`src/hdl/gckf_pkg.sv`:
```
// ----------------------------------------------------------------------------
// Grid cell height fusion package
// Shared payload types, controller states, command and status groups.
// ----------------------------------------------------------------------------
package gckf_pkg;

  // Payload field types.
  typedef logic [5:0]         cell_idx_t;
  typedef logic signed [31:0] height_t;
  typedef logic [31:0]        variance_t;

  // Reset value of the initial variance register (100.0 in Q16.16).
  localparam variance_t INIT_VAR_RESET = 32'd6553600;

  // The gain divider produces one quotient bit per step, bits 16 down to 0.
  localparam int DIV_STEPS = 17;
  localparam int DIV_CNT_W = 5;

  // Controller states.
  typedef enum logic [2:0] {
    ST_CLEAR,
    ST_IDLE,
    ST_READ,
    ST_LOAD,
    ST_DIV,
    ST_MULM,
    ST_MULV,
    ST_WB
  } state_t;

  // Commands from the controller to the datapath.
  typedef struct packed {
    logic clear;
    logic latch_in;
    logic load_op;
    logic div_step;
    logic mul_m;
    logic mul_v;
    logic wb;
  } ctrl_cmd_t;

  // Status from the datapath to the controller.
  typedef struct packed {
    logic clear_last;
    logic out_stall;
  } ctrl_sts_t;

endpackage

```
`src/hdl/gckf_ctrl.sv`:
```
// ----------------------------------------------------------------------------
// Grid cell height fusion controller
// Sequences the clearing pass, cell read, gain divide, multiplies and write-back.
// ----------------------------------------------------------------------------
module gckf_ctrl (
  input  logic                clk,
  input  logic                rst_n,
  input  logic                in_valid,
  output logic                in_ready,
  input  gckf_pkg::ctrl_sts_t sts,
  output gckf_pkg::ctrl_cmd_t cmd
);
  import gckf_pkg::*;

  state_t               state_r, state_nxt;
  logic [DIV_CNT_W-1:0] cnt_r, cnt_nxt;

  // State and divide step counter.
  always_ff @(posedge clk) begin
    if (!rst_n) begin
      state_r <= ST_CLEAR;
      cnt_r   <= '0;
    end else begin
      state_r <= state_nxt;
      cnt_r   <= cnt_nxt;
    end
  end

  // Next state and datapath commands.
  always_comb begin
    state_nxt = state_r;
    cnt_nxt   = cnt_r;
    cmd       = '0;
    in_ready  = 1'b0;
    unique case (state_r)
      ST_CLEAR: begin
        cmd.clear = 1'b1;
        if (sts.clear_last) begin
          state_nxt = ST_IDLE;
        end
      end
      ST_IDLE: begin
        in_ready     = 1'b1;
        cmd.latch_in = in_valid;
        if (in_valid) begin
          state_nxt = ST_READ;
        end
      end
      ST_READ: begin
        state_nxt = ST_LOAD;
      end
      ST_LOAD: begin
        cmd.load_op = 1'b1;
        cnt_nxt     = '0;
        state_nxt   = ST_DIV;
      end
      ST_DIV: begin
        cmd.div_step = 1'b1;
        cnt_nxt      = cnt_r + 1'b1;
        if (cnt_r == DIV_CNT_W'(DIV_STEPS - 1)) begin
          state_nxt = ST_MULM;
        end
      end
      ST_MULM: begin
        cmd.mul_m = 1'b1;
        state_nxt = ST_MULV;
      end
      ST_MULV: begin
        cmd.mul_v = 1'b1;
        state_nxt = ST_WB;
      end
      ST_WB: begin
        // Hold the update until the result register can take it.
        if (!sts.out_stall) begin
          cmd.wb    = 1'b1;
          state_nxt = ST_IDLE;
        end
      end
      default: begin
        state_nxt = ST_IDLE;
      end
    endcase
  end

  // An accepted request always starts with the cell read.
  a_accept_reads: assert property (@(posedge clk) disable iff (!rst_n)
    (in_valid && in_ready) |=> (state_r == ST_READ))
    else $error("accepted request did not start a cell read");

  // Write-back never overwrites a result that is still waiting.
  a_wb_no_stall: assert property (@(posedge clk) disable iff (!rst_n)
    cmd.wb |-> !sts.out_stall)
    else $error("write-back while the result register is stalled");

  // The divider runs exactly its number of steps.
  a_div_bound: assert property (@(posedge clk) disable iff (!rst_n)
    (state_r == ST_DIV) |-> (cnt_r <= DIV_CNT_W'(DIV_STEPS - 1)))
    else $error("divide step counter out of range");

endmodule

```
`config.mk`:
```
export PLATFORM = sky130hd
export DESIGN_NAME = gckf_ctrl
export DESIGN_NICKNAME = d
export VERILOG_FILES = /design/src/hdl/gckf_pkg.sv /design/src/hdl/gckf_ctrl.sv
export SDC_FILE = /design/constraint.sdc
export NUM_CORES = 1
export LEC_CHECK = 0
export BUFFER_PORTS_ARGS = -buffer_cell sky130_fd_sc_hd__buf_2
export CAP_MARGIN = 25
export CORE_AREA = 2 2 39 41
export DETAILED_ROUTE_END_ITERATION = 6
export DIE_AREA = 0 0 41 43
export GPL_TIMING_DRIVEN = 0
export PLACE_DENSITY = 0.67
export SYNTH_ARGS = -nofsm -noshare
export SYNTH_HDL_FRONTEND = slang
export SYNTH_SLANG_ARGS = --single-unit
```
`constraint.sdc`:
```
create_clock -name clk -period 1.3 [get_ports clk]
set_input_delay 0.39 -clock clk [delete_from_list [all_inputs] [get_ports clk]]
set_output_delay 0.39 -clock clk [all_outputs]
set_load 0.05 [all_outputs]
```
## Word level (Yosys, flattened, before mapping)

Cells that the tools add are included.

- $add $sub $neg: 1
- Reduce and logical (&&, ||, !) cells: 3
- Equality and inequality tests: 12
- Mux-type cells: 15

Operator list:

| operator | count |
|---|---|
| $pmux W3 S8 | 1 |
| $eq A3 B3 Y1 const B | 4 |
| $mux W3 | 4 |
| $pmux W5 S2 | 1 |
| $mux W1 | 9 |
| $ne A2 B2 Y1 const B | 4 |
| $eq A3 B2 Y1 const B | 2 |
| $add A5 B1 Y5 const B | 1 |
| $eq A5 B5 Y1 const B | 1 |
| $reduce_and A4 Y1 | 1 |
| $eq A3 B1 Y1 const B | 1 |
| $logic_not A3 Y1 | 1 |
| $reduce_bool A2 Y1 | 1 |

- Bits in registers: 8

## Logic depth before layout (Yosys ltp)

Gate-level depths: netlist of the first run.

- Word-level depth: 3
- Mapped depth: 7

## Least setup slack after synthesis of the first run

No wires, ideal clock.

- Kind: reg-to-output
- Start: register state_r[1]
- End: output port cmd[5] (netlist name)
- Stages on the path, launching flop included: 6
- Setup slack: -0.943 ns
- Required time: 0.910 ns
- Data arrival time: 1.853 ns
- Cell sequence: dfxtp_1 -> inv_1 -> ha_1 -> inv_1 -> nor2_1 -> and2_1

RTL lines:

| item | RTL line | RTL |
|---|---|---|
| from (decl) | gckf_ctrl.sv:15 | `state_t state_r, state_nxt;` |
| from (signal assigned) | gckf_ctrl.sv:24 | `state_r <= state_nxt;` |
| to (decl) | gckf_ctrl.sv:11 | `output gckf_pkg::ctrl_cmd_t cmd` |

==> results of run 1 <==
[final timing paths]
check             slack, ns  cells past startpoint               startpoint                 endpoint
setup reg to reg      -0.24                      8  state_r[1]$_SDFFE_PN0P_  state_r[1]$_SDFFE_PN0P_
hold / removal         0.43                      2                    rst_n  state_r[0]$_SDFFE_PN0P_
hold reg to reg        0.50                      2    cnt_r[3]$_SDFFE_PN0P_    cnt_r[3]$_SDFFE_PN0P_
setup / recovery      -0.36                      4  state_r[0]$_SDFFE_PN0P_                   cmd[1]
[final cells by class]
class                           count  share of cell area [%]
Buffer                              1                    1.15
Clock buffer                        3                    2.30
Inverter                            7                    4.09
Multi-Input combinational cell     52                    47.7
Sequential cell                     8                    17.5
Tap cell                           16                    2.05
Timing Repair Buffer               25                    25.2
[through the flow]
step / setup slack [ns] / cell area [µm²] / cells
6_report: -0.355 / 978 / 112
5_1_grt: -0.382 / 978 / 112
4_1_cts: -0.336 / 911 / 109
3_5_place_dp: -0.324 / 696 / 96
3_3_place_gp: -0.285 / 696 / 96
2_1_floorplan: -0.263 / 616 / 68
[cell families after synthesis]
| family | after synthesis | synth area share [%] |
|---|---|---|
| AO/OA/AOI/OAI | 14 | 18.2 |
| adder cells (fa/ha/maj) | 6 | 13.5 |
| buffers and inverters | 8 | 6.73 |
| flip-flops | 8 | 28.7 |
| multiplexers | 1 | 1.79 |
| AND/OR/NAND/NOR | 31 | 31.2 |
[per-layer routing]
layer	share of wire [%]	track usage [%]
met5	0	0
met4	2.1	12.0
met3	3.8	4.71
met2	51	27.2
met1	43	22.8
[sequential cells by signal, summed over array words and instances, names as in the netlist]
| register | cells |
|---|---|
| state_r | 3 |
| cnt_r | 5 |
[worst max-delay path, cell delays in order, from the launching register on]
cell,delay (ns)
sky130_fd_sc_hd__dfxtp_4,0.38
sky130_fd_sc_hd__inv_2,0.06
sky130_fd_sc_hd__ha_2,0.20
sky130_fd_sc_hd__and2_2,0.21
sky130_fd_sc_hd__buf_8,0.15
[placed cells by master (no fill, tap or decap), types with 3 or more instances in the layout]
| cell type | synthesis | layout |
|---|---|---|
| sky130_fd_sc_hd__buf_4 | 0 | 10 |
| sky130_fd_sc_hd__buf_6 | 1 | 6 |
| sky130_fd_sc_hd__nand3_1 | 5 | 5 |
| sky130_fd_sc_hd__dfxtp_1 | 8 | 5 |
| sky130_fd_sc_hd__buf_8 | 0 | 5 |
| sky130_fd_sc_hd__nor2_1 | 6 | 4 |
| sky130_fd_sc_hd__buf_2 | 0 | 4 |
| sky130_fd_sc_hd__nand2_1 | 4 | 3 |
| sky130_fd_sc_hd__ha_4 | 0 | 3 |
| sky130_fd_sc_hd__clkbuf_4 | 0 | 3 |
| sky130_fd_sc_hd__dfxtp_4 | 0 | 3 |
[Yosys cell counts]
cell type and instances:
sky130_fd_sc_hd__dfxtp_1 8, sky130_fd_sc_hd__ha_1 6, sky130_fd_sc_hd__inv_1 6, sky130_fd_sc_hd__nor2_1 6, sky130_fd_sc_hd__and2_1 5, sky130_fd_sc_hd__nand3_1 5, sky130_fd_sc_hd__nand2_1 4, sky130_fd_sc_hd__a21oi_1 3
sky130_fd_sc_hd__nand2b_1 3, sky130_fd_sc_hd__o21ai_0 3, sky130_fd_sc_hd__and3_1 2, sky130_fd_sc_hd__a211o_1 1, sky130_fd_sc_hd__a21boi_0 1, sky130_fd_sc_hd__a21boi_2 1, sky130_fd_sc_hd__a311oi_2 1, sky130_fd_sc_hd__and4bb_1 1
sky130_fd_sc_hd__buf_6 1, sky130_fd_sc_hd__inv_2 1, sky130_fd_sc_hd__mux2i_1 1, sky130_fd_sc_hd__nand2_2 1, sky130_fd_sc_hd__nand4_1 1, sky130_fd_sc_hd__nand4bb_1 1, sky130_fd_sc_hd__nor2b_1 1, sky130_fd_sc_hd__o211a_1 1
sky130_fd_sc_hd__o21a_1 1, sky130_fd_sc_hd__o21ai_1 1, sky130_fd_sc_hd__o22ai_1 1, sky130_fd_sc_hd__or2_1 1
[power by group]
part           switching, W  internal [W]  leakage, nW
Clock             0.0000829      0.000106       0.0138
Combinational      0.000724      0.000765        0.346
Sequential        0.0000663      0.000304       0.0669
Total              0.000873       0.00117        0.426
[repair_timing]
| item | CTS | global route |
|---|---|---|
| hold buffers | 0 | 0 |
| buffers inserted | 10 | 4 |
| setup endpoints to repair | 15 | 14 |
| pin swaps | 9 | 6 |
| endpoints found under the hold margin | 0 | 0 |
| resized for setup | 35 | 10 |
==> impl_metrics.csv, run 1 <==
group,metric,value,unit
status,run_status,"complete, but fails checks",
status,violated_checks,"negative setup slack",
clock_tree,tritoncts,"built",
worst_setup_path,worstSetupPathType,"flip-flop to output port",
routing,route.detailed.vias_per_inst,5.23,
worst_setup_path,critical_path_required,0.91,ns
routing,detailroute.via_count,586,
worst_setup_path,worstSetupEndpointType,"output port",
sta,worst-slew-pin-transition,0.282,ns
cells_and_area,multi_input_combinational_cell_area,467,µm²
power,total_power,0.00205,W
worst_setup_path,worst_ep_arrival_time,1.27,ns
grt,grt_antenna_before_repair,0,
synthesis,post_synthesis_instance_total,68,
sta,fin_worst_skew,0.00142,ns
sta,setup_total_negative_slack,-3.14,ns
synthesis,synth_top_area_share,28.7,%
synthesis,synth.distinct_cells,28,
routing,pre_repair_dr_iteration_count,4,
placement,place_hpwl,818,µm
synthesis,synth-warning-count,0,
power,pd_cells,2090,nW/µm²
die,core-area,1380,µm²
die,die_span_x,41,µm
sta,hold_violation_total_from_the_final_report,0,
sta,setup_viol_count_final,13,
cells_and_area,fillCellCount,107,
synthesis,synth_largest_area_cell,"sky130_fd_sc_hd__dfxtp_1",
power,cellLeakagePower,0.426,nW
clock_tree,clkTransAtPathRegs,0.05,ns
sta,worst_slew_margin_rel,81.2,%
routing,wirelength,1400,µm
clock_tree,cts_root_buf,"sky130_fd_sc_hd__clkbuf_4",
sta,maxSlewViolCount,0,
grt,maximum_number_of_pins_on_one_net_before_global_route_repair,10,
clock_tree,worst_skew_pair.late_latency,0.25,ns
cells_and_area,final_nets,109,
routing,drt_iter0_markers,6,
cells_and_area,synthToLayoutAreaGrowth,75.3,%
sta,min_period_over_period,127,%
sta,grt_setup_unrepaired,"true",
synthesis,postSynthNetCount,79,
synthesis,synth.top_cells.by_area,"sky130_fd_sc_hd__dfxtp_1, sky130_fd_sc_hd__ha_1, sky130_fd_sc_hd__and2_1",
clock_tree,h-tree-depth,1,
die,floorplan.initialDensity,40.3,%
die,floorplan.die_area,1760,µm²
grt,grt_first_pass_wirelength,2190,µm
worst_setup_path,start_kind,"flip-flop",
clock_tree,number_of_buffers_inserted_during_clock_tree_synthesis,3,
cells_and_area,n_antenna_cell,0,
power,ir_drop,0.00147,V
cells_and_area,postLayoutCoreUtil,70.7,%
min_path,worstHoldPathType,"input port to flip-flop",
routing,routed_wire_length_per_instance,12.5,µm
cells_and_area,layout-drive-gt1-share,57.3,%
die,boundaryPins,13,
synthesis,syn-mean-instance-area,8.21,µm²
grt,grt.overflow.total,0,
sta,timing.fmax,604,MHz
placement,gp_congestion,0.719,
synthesis,post_synthesis_sequential_area_ratio,28.7,%
synthesis,postSynthRegisterBits,8,
routing,drc,0,
die,fp-row-count,14,
sta,final_critical_path_setup_slack,-0.355,ns
clock_tree,cts.path.max_buffers,2,
grt,global_route_total_usage_across_every_layer,18.5,%
synthesis,post_synth_instance_area,558,µm²
job,max_cap_violations,0,
clock_tree,tritoncts_num_sinks,8,
sta,worst_hold_slack_after_final_layout,0.427,ns
cells_and_area,seq_area,171,µm²
grt,grt_pass1_vias,531,
worst_setup_path,cp_max_fanout,4,
die,die_h,43,µm
routing,detail-route-antenna-nets,0,
sta,final_period_minus_worst_setup_slack,1.66,ns
placement,port_buffers,12,
No activity file was read; power rests on OpenSTA's default activity.
==> run 2, diff against run 1 <==
--- a/config.mk
+++ b/config.mk
@@ -10,8 +10,8 @@
 export CORE_AREA = 2 2 39 41
 export DETAILED_ROUTE_END_ITERATION = 6
 export DIE_AREA = 0 0 41 43
-export GPL_TIMING_DRIVEN = 0
 export PLACE_DENSITY = 0.67
 export SYNTH_ARGS = -nofsm -noshare
 export SYNTH_HDL_FRONTEND = slang
 export SYNTH_SLANG_ARGS = --single-unit
+export TNS_END_PERCENT = 50
==> impl_metrics.csv, run 2 (synthesis gave the netlist of run 1 again) <==
group,metric,value,unit
min_path,min_to,"cnt_r[4]$_SDFFE_PN0P_",
worst_setup_path,worstRegToRegCells,7,
worst_setup_path,max_stage_delay,0.38,ns
sta,min_period_over_period,125,%
sta,final_period_minus_worst_setup_slack,1.63,ns
routing,wirelength,1300,µm
worst_setup_path,cp_max_fanout,4,
placement,gp_congestion,0.746,
min_path,worstHoldPathType,"input port to flip-flop",
worst_setup_path,worstSetupEndpointType,"output port",
routing,detail-route-antenna-nets,0,
power,pd_cells,1980,nW/µm²
power,cellLeakagePower,0.437,nW
cells_and_area,final_nets,109,
worst_setup_path,crit_path_start,"state_r[0]$_SDFFE_PN0P_",
grt,grt_antenna_before_repair,0,
clock_tree,number_of_buffers_inserted_during_clock_tree_synthesis,3,
cells_and_area,largest_reg_flops,5,
placement,place_hpwl,869,µm
sta,grt_setup_unrepaired,"true",
clock_tree,cts_root_buf,"sky130_fd_sc_hd__clkbuf_4",
sta,maxSlewViolCount,0,
worst_setup_path,r2r_slack,-0.25,ns
grt,grt_first_pass_wirelength,2060,µm
die,die_span_x,41,µm
cells_and_area,n_antenna_cell,0,
worst_setup_path,start_kind,"flip-flop",
power,total_power,0.00191,W
cells_and_area,synthToLayoutAreaGrowth,72.4,%
clock_tree,clkTransAtPathRegs,0.05,ns
clock_tree,tritoncts_num_sinks,8,
worst_setup_path,worstSetupPathType,"flip-flop to output port",
routing,drc,0,
worst_setup_path,timing.rr.start,"state_r[0]$_SDFFE_PN0P_",
worst_setup_path,critical_path.cell_chain,"buf_6 > ha_4 > nand2_4 > nor2_4 > buf_8",
clock_tree,cts.path.max_buffers,2,
cells_and_area,most-common-layout-cells,"sky130_fd_sc_hd__buf_4, sky130_fd_sc_hd__dfxtp_1",
worst_setup_path,critical_path_required,0.91,ns
clock_tree,worst_skew_pair.late_latency,0.25,ns
die,core-area,1380,µm²
clock_tree,tritoncts,"built",
sta,setup_viol_count_final,12,
power,ir_drop,0.00147,V
cells_and_area,max_flop_register,"cnt_r",
status,violated_checks,"negative setup slack",
clock_tree,h-tree-depth,1,
grt,grt_pass1_vias,526,
worst_setup_path,crit-reg2reg-capture,"state_r[2]$_SDFFE_PN0P_",
min_path,hold_path_depth,2,
cells_and_area,multi_input_combinational_cell_area,458,µm²
job,max_cap_violations,0,
cells_and_area,reg_top3,"cnt_r (5), state_r (3)",
cells_and_area,seq_area,168,µm²
die,fp-row-count,14,
sta,final_critical_path_setup_slack,-0.331,ns
die,floorplan.die_area,1760,µm²
die,floorplan.initialDensity,40.3,%
grt,grt.overflow.total,0,
sta,worst_hold_slack_after_final_layout,0.448,ns
grt,maximum_number_of_pins_on_one_net_before_global_route_repair,10,
worst_setup_path,cpMaxStageDelayCell,"sky130_fd_sc_hd__dfxtp_4",
min_path,hp-start,"rst_n",
routing,route.detailed.vias_per_inst,5.19,
routing,pre_repair_dr_iteration_count,4,
routing,routed_wire_length_per_instance,11.6,µm
status,run_status,"complete, but fails checks",
cells_and_area,layout-drive-gt1-share,52.1,%
grt,global_route_total_usage_across_every_layer,17.0,%
cells_and_area,layout_commonest_cell,"sky130_fd_sc_hd__buf_4",
cells_and_area,fillCellCount,101,
sta,fin_worst_skew,0.00445,ns
worst_setup_path,worst_ep_arrival_time,1.24,ns
sta,setup_total_negative_slack,-2.82,ns
cells_and_area,postLayoutCoreUtil,69.5,%
sta,hold_violation_total_from_the_final_report,0,
routing,drt_iter0_markers,6,
placement,port_buffers,12,
sta,worst_slew_margin_rel,82.2,%
sta,worst-slew-pin-transition,0.268,ns
sta,timing.fmax,613,MHz
die,boundaryPins,13,
routing,detailroute.via_count,581,
die,die_h,43,µm
-- run 2: repair_timing --
action / CTS / global route
buffers inserted: 4 / 1
pin swaps: 7 / 5
gates resized for setup: 33 / 6
endpoints found under the setup margin: 15 / 14
hold buffers: 0 / 0
-- run 2: stage by stage --
stage | std cells | worst slack [ns] | cell area [µm²]
after global placement | 104 | -0.259 | 762
final | 112 | -0.331 | 962
after floorplan | 68 | -0.263 | 613
after global routing | 112 | -0.366 | 962
after CTS | 111 | -0.328 | 932
after detailed placement | 104 | -0.298 | 762
-- run 2: cell type report --
cell class | count | share of cell area [%]
Clock buffer | 3 | 2.34
Inverter | 7 | 4.42
Multi-Input combinational cell | 52 | 47.6
Sequential cell | 8 | 17.4
Tap cell | 16 | 2.08
Timing Repair Buffer | 26 | 26.1
-- run 2: routing by layer --
layer	vias to the layer above	GRT usage [%]	routed length [µm]
met1	271	23.0	577
met3	0	4.71	69
met5	-	0	0
li1	293	-	-
met4	0	4.00	0
met2	17	25.9	649
-- run 2: critical path: cells and delay by family, from the launching register on --
kind	cells	cell delay (ns)
and+or+nand+nor	2	0.18
buffers and inverters	2	0.26
adders and majority gates	1	0.16
DFF	1	0.38
-- run 2: worst max-delay path by stage --
stage / endpoint / slack (ns) / cells past startpoint
finish: cmd[0] / -0.33 / 5
global route: cmd[0] / -0.37 / 5
CTS: cmd[5] / -0.33 / 6
detailed placement: cmd[3] / -0.30 / 5
global placement: cmd[3] / -0.26 / 5
floorplan: cmd[5] / -0.26 / 5
-- run 2: power breakdown --
group          switching, W  total [W]  internal [W]
Clock             0.0000761   0.000181      0.000105
Sequential        0.0000739   0.000378      0.000304
Combinational      0.000677    0.00135      0.000671
Total              0.000827    0.00191       0.00108
